File: src/rtl/isbi_pkg.sv
// Shared types, constants and codes of the image sampler.
`default_nettype none
package isbi_pkg;

	// Tap coordinate: integer pixel position, wide enough for the reflect arithmetic.
	localparam int CoordW = 14;
	typedef logic signed [CoordW-1:0] coord_t;

	// Steps of the bit-serial modulo unit: a load step, then one step per magnitude
	// bit of a tap base coordinate.
	localparam int ModSteps = 12;

	// Configuration register indexes.
	localparam logic [2:0] REG_WIDTH        = 3'd0;
	localparam logic [2:0] REG_HEIGHT       = 3'd1;
	localparam logic [2:0] REG_METHOD       = 3'd2;
	localparam logic [2:0] REG_BORDER_MODE  = 3'd3;
	localparam logic [2:0] REG_BORDER_VALUE = 3'd4;

	// Interpolation methods; the unused code acts as bilinear.
	localparam logic [1:0] METHOD_NEAREST  = 2'd0;
	localparam logic [1:0] METHOD_BILINEAR = 2'd1;
	localparam logic [1:0] METHOD_BICUBIC  = 2'd2;

	// Border modes; the unused codes act as constant.
	localparam logic [2:0] BORDER_CONSTANT   = 3'd0;
	localparam logic [2:0] BORDER_REPLICATE  = 3'd1;
	localparam logic [2:0] BORDER_REFLECT    = 3'd2;
	localparam logic [2:0] BORDER_REFLECT101 = 3'd3;
	localparam logic [2:0] BORDER_WRAP       = 3'd4;

	// Request opcodes.
	localparam logic OP_WRITE  = 1'b0;
	localparam logic OP_SAMPLE = 1'b1;

	// One mapped tap position on one axis.
	typedef struct packed {
		logic [7:0] idx;
		logic       border;
	} tap_t;

	typedef enum logic [2:0] {
		ST_IDLE,
		ST_MOD,
		ST_MAP,
		ST_RUN,
		ST_DRAIN,
		ST_ABS,
		ST_ROUND
	} state_t;

endpackage
`default_nettype wire

File: src/rtl/isbi_axis_map.sv
// Maps one tap coordinate on one axis into the image according to the border mode.
`default_nettype none
module isbi_axis_map import isbi_pkg::*; (
	input  coord_t     base,
	input  logic [1:0] offs,
	input  logic [8:0] size,
	input  logic [2:0] mode,
	input  logic [7:0] base_mod,
	output tap_t       tap
);

	coord_t     c, sz, two, rf1, rf2, r1, r2, t;
	logic       in_img, const_mode;
	logic [9:0] bm, s10, wv;

	always_comb begin
		c   = base + coord_t'(signed'({1'b0, offs})) - coord_t'(1);
		sz  = coord_t'({5'b0, size});
		two = sz + sz;
		in_img = (c >= coord_t'(0)) && (c < sz);

		rf1 = (c < coord_t'(0)) ? -c - coord_t'(1) : c;
		rf2 = (rf1 >= sz) ? two - rf1 - coord_t'(1) : rf1;
		r1  = (c < coord_t'(0)) ? -c : c;
		r2  = (r1 >= sz) ? two - r1 - coord_t'(2) : r1;

		// Wrap steps from the base coordinate's residue, which the modulo unit supplies.
		bm  = {2'b0, base_mod};
		s10 = {1'b0, size};
		unique case (offs)
			2'd0: wv = (bm == 10'd0) ? s10 - 10'd1 : bm - 10'd1;
			2'd1: wv = bm;
			2'd2: wv = (bm + 10'd1 == s10) ? 10'd0 : bm + 10'd1;
			2'd3: begin
				wv = bm + 10'd2;
				if (wv >= s10 + s10) begin
					wv = wv - s10 - s10;
				end else if (wv >= s10) begin
					wv = wv - s10;
				end
			end
		endcase

		const_mode = 1'b0;
		unique case (mode)
			BORDER_REPLICATE:  t = c;
			BORDER_REFLECT:    t = rf2;
			BORDER_REFLECT101: t = r2;
			BORDER_WRAP:       t = coord_t'({4'b0, wv});
			default: begin
				t = c;
				const_mode = 1'b1;
			end
		endcase

		if (t < coord_t'(0)) begin
			t = coord_t'(0);
		end else if (t >= sz) begin
			t = sz - coord_t'(1);
		end

		tap.idx    = t[7:0];
		tap.border = !in_img && const_mode;
	end

endmodule
`default_nettype wire
File: config.mk
export PLATFORM = sky130hd
export DESIGN_NAME = isbi_axis_map
export DESIGN_NICKNAME = d
export VERILOG_FILES = /design/src/rtl/isbi_pkg.sv /design/src/rtl/isbi_axis_map.sv
export SDC_FILE = /design/constraint.sdc
export NUM_CORES = 1
export LEC_CHECK = 0
export BUFFER_PORTS_ARGS = -buffer_cell sky130_fd_sc_hd__buf_2
export CAP_MARGIN = 10
export CORE_MARGIN = 5
export CORE_UTILIZATION = 40
export DETAILED_ROUTE_END_ITERATION = 16
export PLACE_DENSITY = 0.65
export SETUP_SLACK_MARGIN = 0.4
export SYNTH_ARGS = -nofsm -noshare
export SYNTH_HDL_FRONTEND = slang
export SYNTH_SLANG_ARGS = --single-unit
File: constraint.sdc
create_clock -name vclk -period 23.1
set_clock_uncertainty 0.1 [all_clocks]
set_input_delay 2.31 -clock vclk [all_inputs]
set_output_delay 2.31 -clock vclk [all_outputs]
set_load 0.02 [all_outputs]
== Word-level counts from Yosys, hierarchy flattened ==
Index checks and enable logic that the tools add are counted.

* Register bits after elaboration: 0
* Bits of input ports: 36
* Output and inout bits: 9
* Logic and storage cells: 53

* $add $sub $neg: 17
* Magnitude comparators: 9
* Equality and inequality tests: 8
* Multiplexer cells: 13
* Reduce and logical (&&, ||, !) cells: 6

{| class="wikitable"
|+ Operators with widths
! operator !! count
|-
| $mux 14 || 4
|-
| $ge 14x10->1 || 3
|-
| $pmux 14 s3 || 1
|-
| $sub 14x2->14 const B || 3
|-
| $pmux 10 s4 || 1
|-
| $mux 10 || 3
|-
| $lt 14x1->1 const B || 2
|-
| $sub 11x14->14 || 2
|-
| $add 9x9->10 || 2
|-
| $mux 8 || 2
|-
| $add 14x3->14 || 1
|-
| $ge 14x1->1 const B || 1
|-
| $lt 14x10->1 || 1
|-
| $neg 14->14 || 1
|-
| $sub 14x3->14 const B || 1
|-
| $ge 9x10->1 || 1
|-
| $sub 10x9->10 || 1
|-
| $sub 9x1->10 const B || 1
|-
| $sub 9x9->10 || 1
|-
| $add 8x1->9 const B || 1
|-
| $add 8x2->9 const B || 1
|-
| $eq 9x9->1 || 1
|-
| $ge 9x9->1 || 1
|-
| $mux 9 || 1
|-
| 13 further kinds || 16
|}

== Longest topological paths before layout ==
* Depth after elaboration: 12
* Gate-level depth with buffers: 42
* Depth with buffers taken out: 39

== Worst setup path before layout ==
No wires, ideal clock.

* Path kind: input port to output port
* Start: input port offs[1]
* End: output port tap[6] (netlist name)
* Arrival time: 11.106 ns
* Required time: 20.690 ns
* Setup slack: 9.584 ns
* Cell stages on the path: 42
* Path buffers: 4
* Cell sequence: clkbuf_1 > inv_1 > ha_1 > inv_1 > ha_1 > inv_1 > fa_1 > nand2b_1 > a211oi_2 > o21ba_2 > o41ai_4 > xor2_1 > clkbuf_1 > buf_1 > xnor2_1 > ha_1 > nand2b_1 > a21o_1 > [6 not listed] > and2_1 > buf_6 > o31ai_1 > a211oi_1 > ha_1 > nand2b_1 > a21o_1 > a21o_1 > a21o_1 > a21o_1 > a21o_1 > a21o_1 > a21oi_1 > o221ai_1 > a21oi_1 > o311a_2 > nand2_2 > o41ai_1

{| class="wikitable"
|+ RTL lines
! element !! RTL line !! text
|-
| start, declared || isbi_axis_map.sv:5 || <nowiki>input logic [1:0] offs,</nowiki>
|-
| end, declared || isbi_axis_map.sv:9 || <nowiki>output tap_t tap</nowiki>
|}

==> key figures <==
Synth
  • Synth Net Count: 1133
  • Syn Area/Cell: between 7 and 8 µm²
  • Number of distinct library cells after synthesis: 94
  • Cells after Synth: 976
  • Mux cell area share after synthesis: 0.03366
  • Synth area leader: ha_1
  • Synth Area in Compound Gates: 0.3106
  • Post-Syn Area: roughly 0.007 mm²
  • Main combinational cell family by area after synthesis: compound AO/OA/AOI/OAI gates
  • Simple-gate portion of the synthesized area: 0.2480
  • Fraction of synthesized cell area in xor and xnor cells: 0.1121
  • Synth top area share: 0.2122
  • Seq/Total Area, Yosys: 0
  • Yosys warnings: 0
  • Top post-synthesis cells by area: ha_1, xnor2_1, a21oi_1, nor2_1, inv_1
  • Post-synthesis adder-cell area fraction: 0.2268
  • Most frequent cells after synthesis: ha_1, nor2_1, inv_1
  • Most frequent cell after synthesis: ha_1

Routing
  • Vias: 7494
  • Post-route ant nets: 0
  • DR vias/cell: 6.163
  • Starting DRT DRC Count: 742
  • First drt pass iteration count: 5
  • Wire per inst: 18.99 µm
  • WL final: 23090 µm
  • Drc violations: 0

Critical path
  • Cell count along the critical path: between 40 and 50
  • Critical path type: in -> out
  • CP peak stage delay: 0.65 ns
  • Worst path buffer plus inverter count: 6
  • Critical path origin: offs[1]
  • Critical Path Fanout Max: 25
  • Critical Path End: tap[6]
  • Slowest stage cell, crit path: a221oi_1
  • CP startpoint kind: primary input
  • Arrival time worst endpoint: 11.58 ns
  • Worst path most repeated cell: a21o_1
  • Crit. End Element: output pin
  • Crit-path leading delay family: compound AO/OA/AOI/OAI gates
  • CP required: 20.69 ns

STA
  • Final Max Tran Viols: 0
  • Hold Violations, Final: 0
  • RSZ-0062 raised after global routing: no
  • Setup TNS Final: 0 ns
  • Min cycle time layout: 13.99 ns
  • Final Setup Violations: 0
  • PnR worst setup slack: 9.108 ns
  • Worst Tran Pin Value: 0.8811 ns
  • Slew Limit Headroom: 0.4126
  • Period utilization: 0.6057
  • Peak Freq: about 70 MHz

Status
  • Status: finished, final reports clean

Clock tree
  • Post-CTS sizing: 0
  • Post-CTS Setup Bufs: 0
  • # hold bufs at CTS: 0

Finish
  • P&R area growth vs syn: 5.963%
  • Share of layout cells above drive strength 1: 0.09749
  • Layout Cells excl Fill: 1216
  • Clock buffer count: 0
  • Sequential cells: 0
  • # fillers: 1833
  • Register area: 0 µm²
  • Final-stage net count: 1154

Min path
  • Min-delay worst type: in -> out

Floorplan
  • Initial Util: 0.4096
  • Area of the die: 0.01982 mm²
  • IO Pins: 45
  • Die W: 140.8 µm
  • Die span in y: 140.8 µm
  • Rows: between 40 and 50
  • Core Region: 0.01670 mm²

Pwr
  • Clock network fraction of design power: 0
  • Combinational power share: 1.000
  • Seq pwr share: 0
  • Pint: 0.1970 mW
  • VDD IR max: 0.04037 mV
  • Pwr Total: 0.4939 mW
  • Leakage power: 3.245 nW
  • Net Sw Frac: 0.6012
  • PD cells: 68.14 mW/mm²
  • P_sw: about 0.30 mW

Place
  • Input/output buffers: 45
  • Dpl ws: 9.230 ns
  • DP Wirelength: around 19000 µm
  • Placer Congestion: 0.9472
  • DP Cell Count: 1215

GRT
  • First-pass GRT wire length: approximately 37000 µm
  • Pin count of the biggest net entering global routing: 26
  • Vias in the first global route: 7079
  • Initial antenna violation count: 0
  • Global router's overall resource usage: 0.2217
  • Total grt overflow: 0

Job
  • Maximum capacitance violations: 0
==> tightest hold or removal path: stages <==
cell	delay, ns
buf_2	0.15
nor2_1	0.13
a311oi_1	0.09
buf_2	0.16
==> layout by cell type, fill, tap and decap left out, types with 6 or more instances in the layout <==
cell type,count
a211o_1,6
a211oi_1,14
a21o_1,28
a21oi_1,76
a31oi_1,13
and2_1,13
buf_2,45
ha_1,116
inv_1,89
mux2i_1,14
nand2_1,64
nand2b_1,14
nand3_1,23
nand4_1,13
nor2_1,93
nor2b_1,19
nor3_1,35
nor4_1,11
o211ai_1,10
o21a_1,9
o21ai_0,49
o21bai_1,7
o31ai_1,6
or2_2,6
or3_1,6
or4_1,6
xnor2_1,63
xor2_1,18
==> cells by family (layout without fill, tap and decap cells) <==
kind of cell	after synthesis	count (layout)
adder cells (fa/ha/maj)	121	121
XOR/XNOR	85	85
other	0	1
multiplexers	21	21
buffers and inverters	122	141
AO/OA/AOI/OAI	296	296
AND/OR/NAND/NOR	331	331
==> cell type report <==
type               instances  area (µm²)  area share
inverters                 94       352.8     0.04868
repair buffers            47       240.2     0.03314
diodes                     1       2.502   0.0003452
well taps                220       275.3     0.03798
multi-input cells        854        6377      0.8799
==> power groups by stage <==
stage,clock network [mW],logic [mW],registers [mW]
floorplan,0,0.372,0
global placement,0,0.480,0
detailed placement,0,0.485,0
CTS,0,0.487,0
global route,0,0.547,0
finish,0.00000000580,0.494,0
==> per-stage QoR <==
| stage | instance area (µm²) | util | hold WS (ns) |
|---|---|---|---|
| after floorplan | 6840 | - | 4.704 |
| after global placement | 7246 | 0.4338 | 5.054 |
| after detailed placement | 7246 | 0.4338 | 5.043 |
| after CTS | 7246 | 0.4338 | 5.044 |
| after global routing | 7246 | 0.4338 | 5.062 |
| final | 7248 | 0.4340 | 5.060 |
==> worst min-delay path by stage <==
stage	from	slack, ns	to	depth (start not counted)
floorplan	mode[2]	4.70	tap[0]	2
global placement	mode[2]	5.05	tap[0]	4
detailed placement	mode[2]	5.04	tap[0]	4
CTS	mode[2]	5.04	tap[0]	4
global route	mode[2]	5.06	tap[0]	4
finish	mode[2]	5.06	tap[0]	4
==> metal layers <==
layer	vias to the layer above	wire (µm)	global-route usage
met1	3482	10370	0.3087
met3	63	1781	0.02574
met5	-	0	0
li1	3632	-	-
met2	317	10100	0.3586
met4	0	835	0.06833
(Power assumes the default switching activity.)
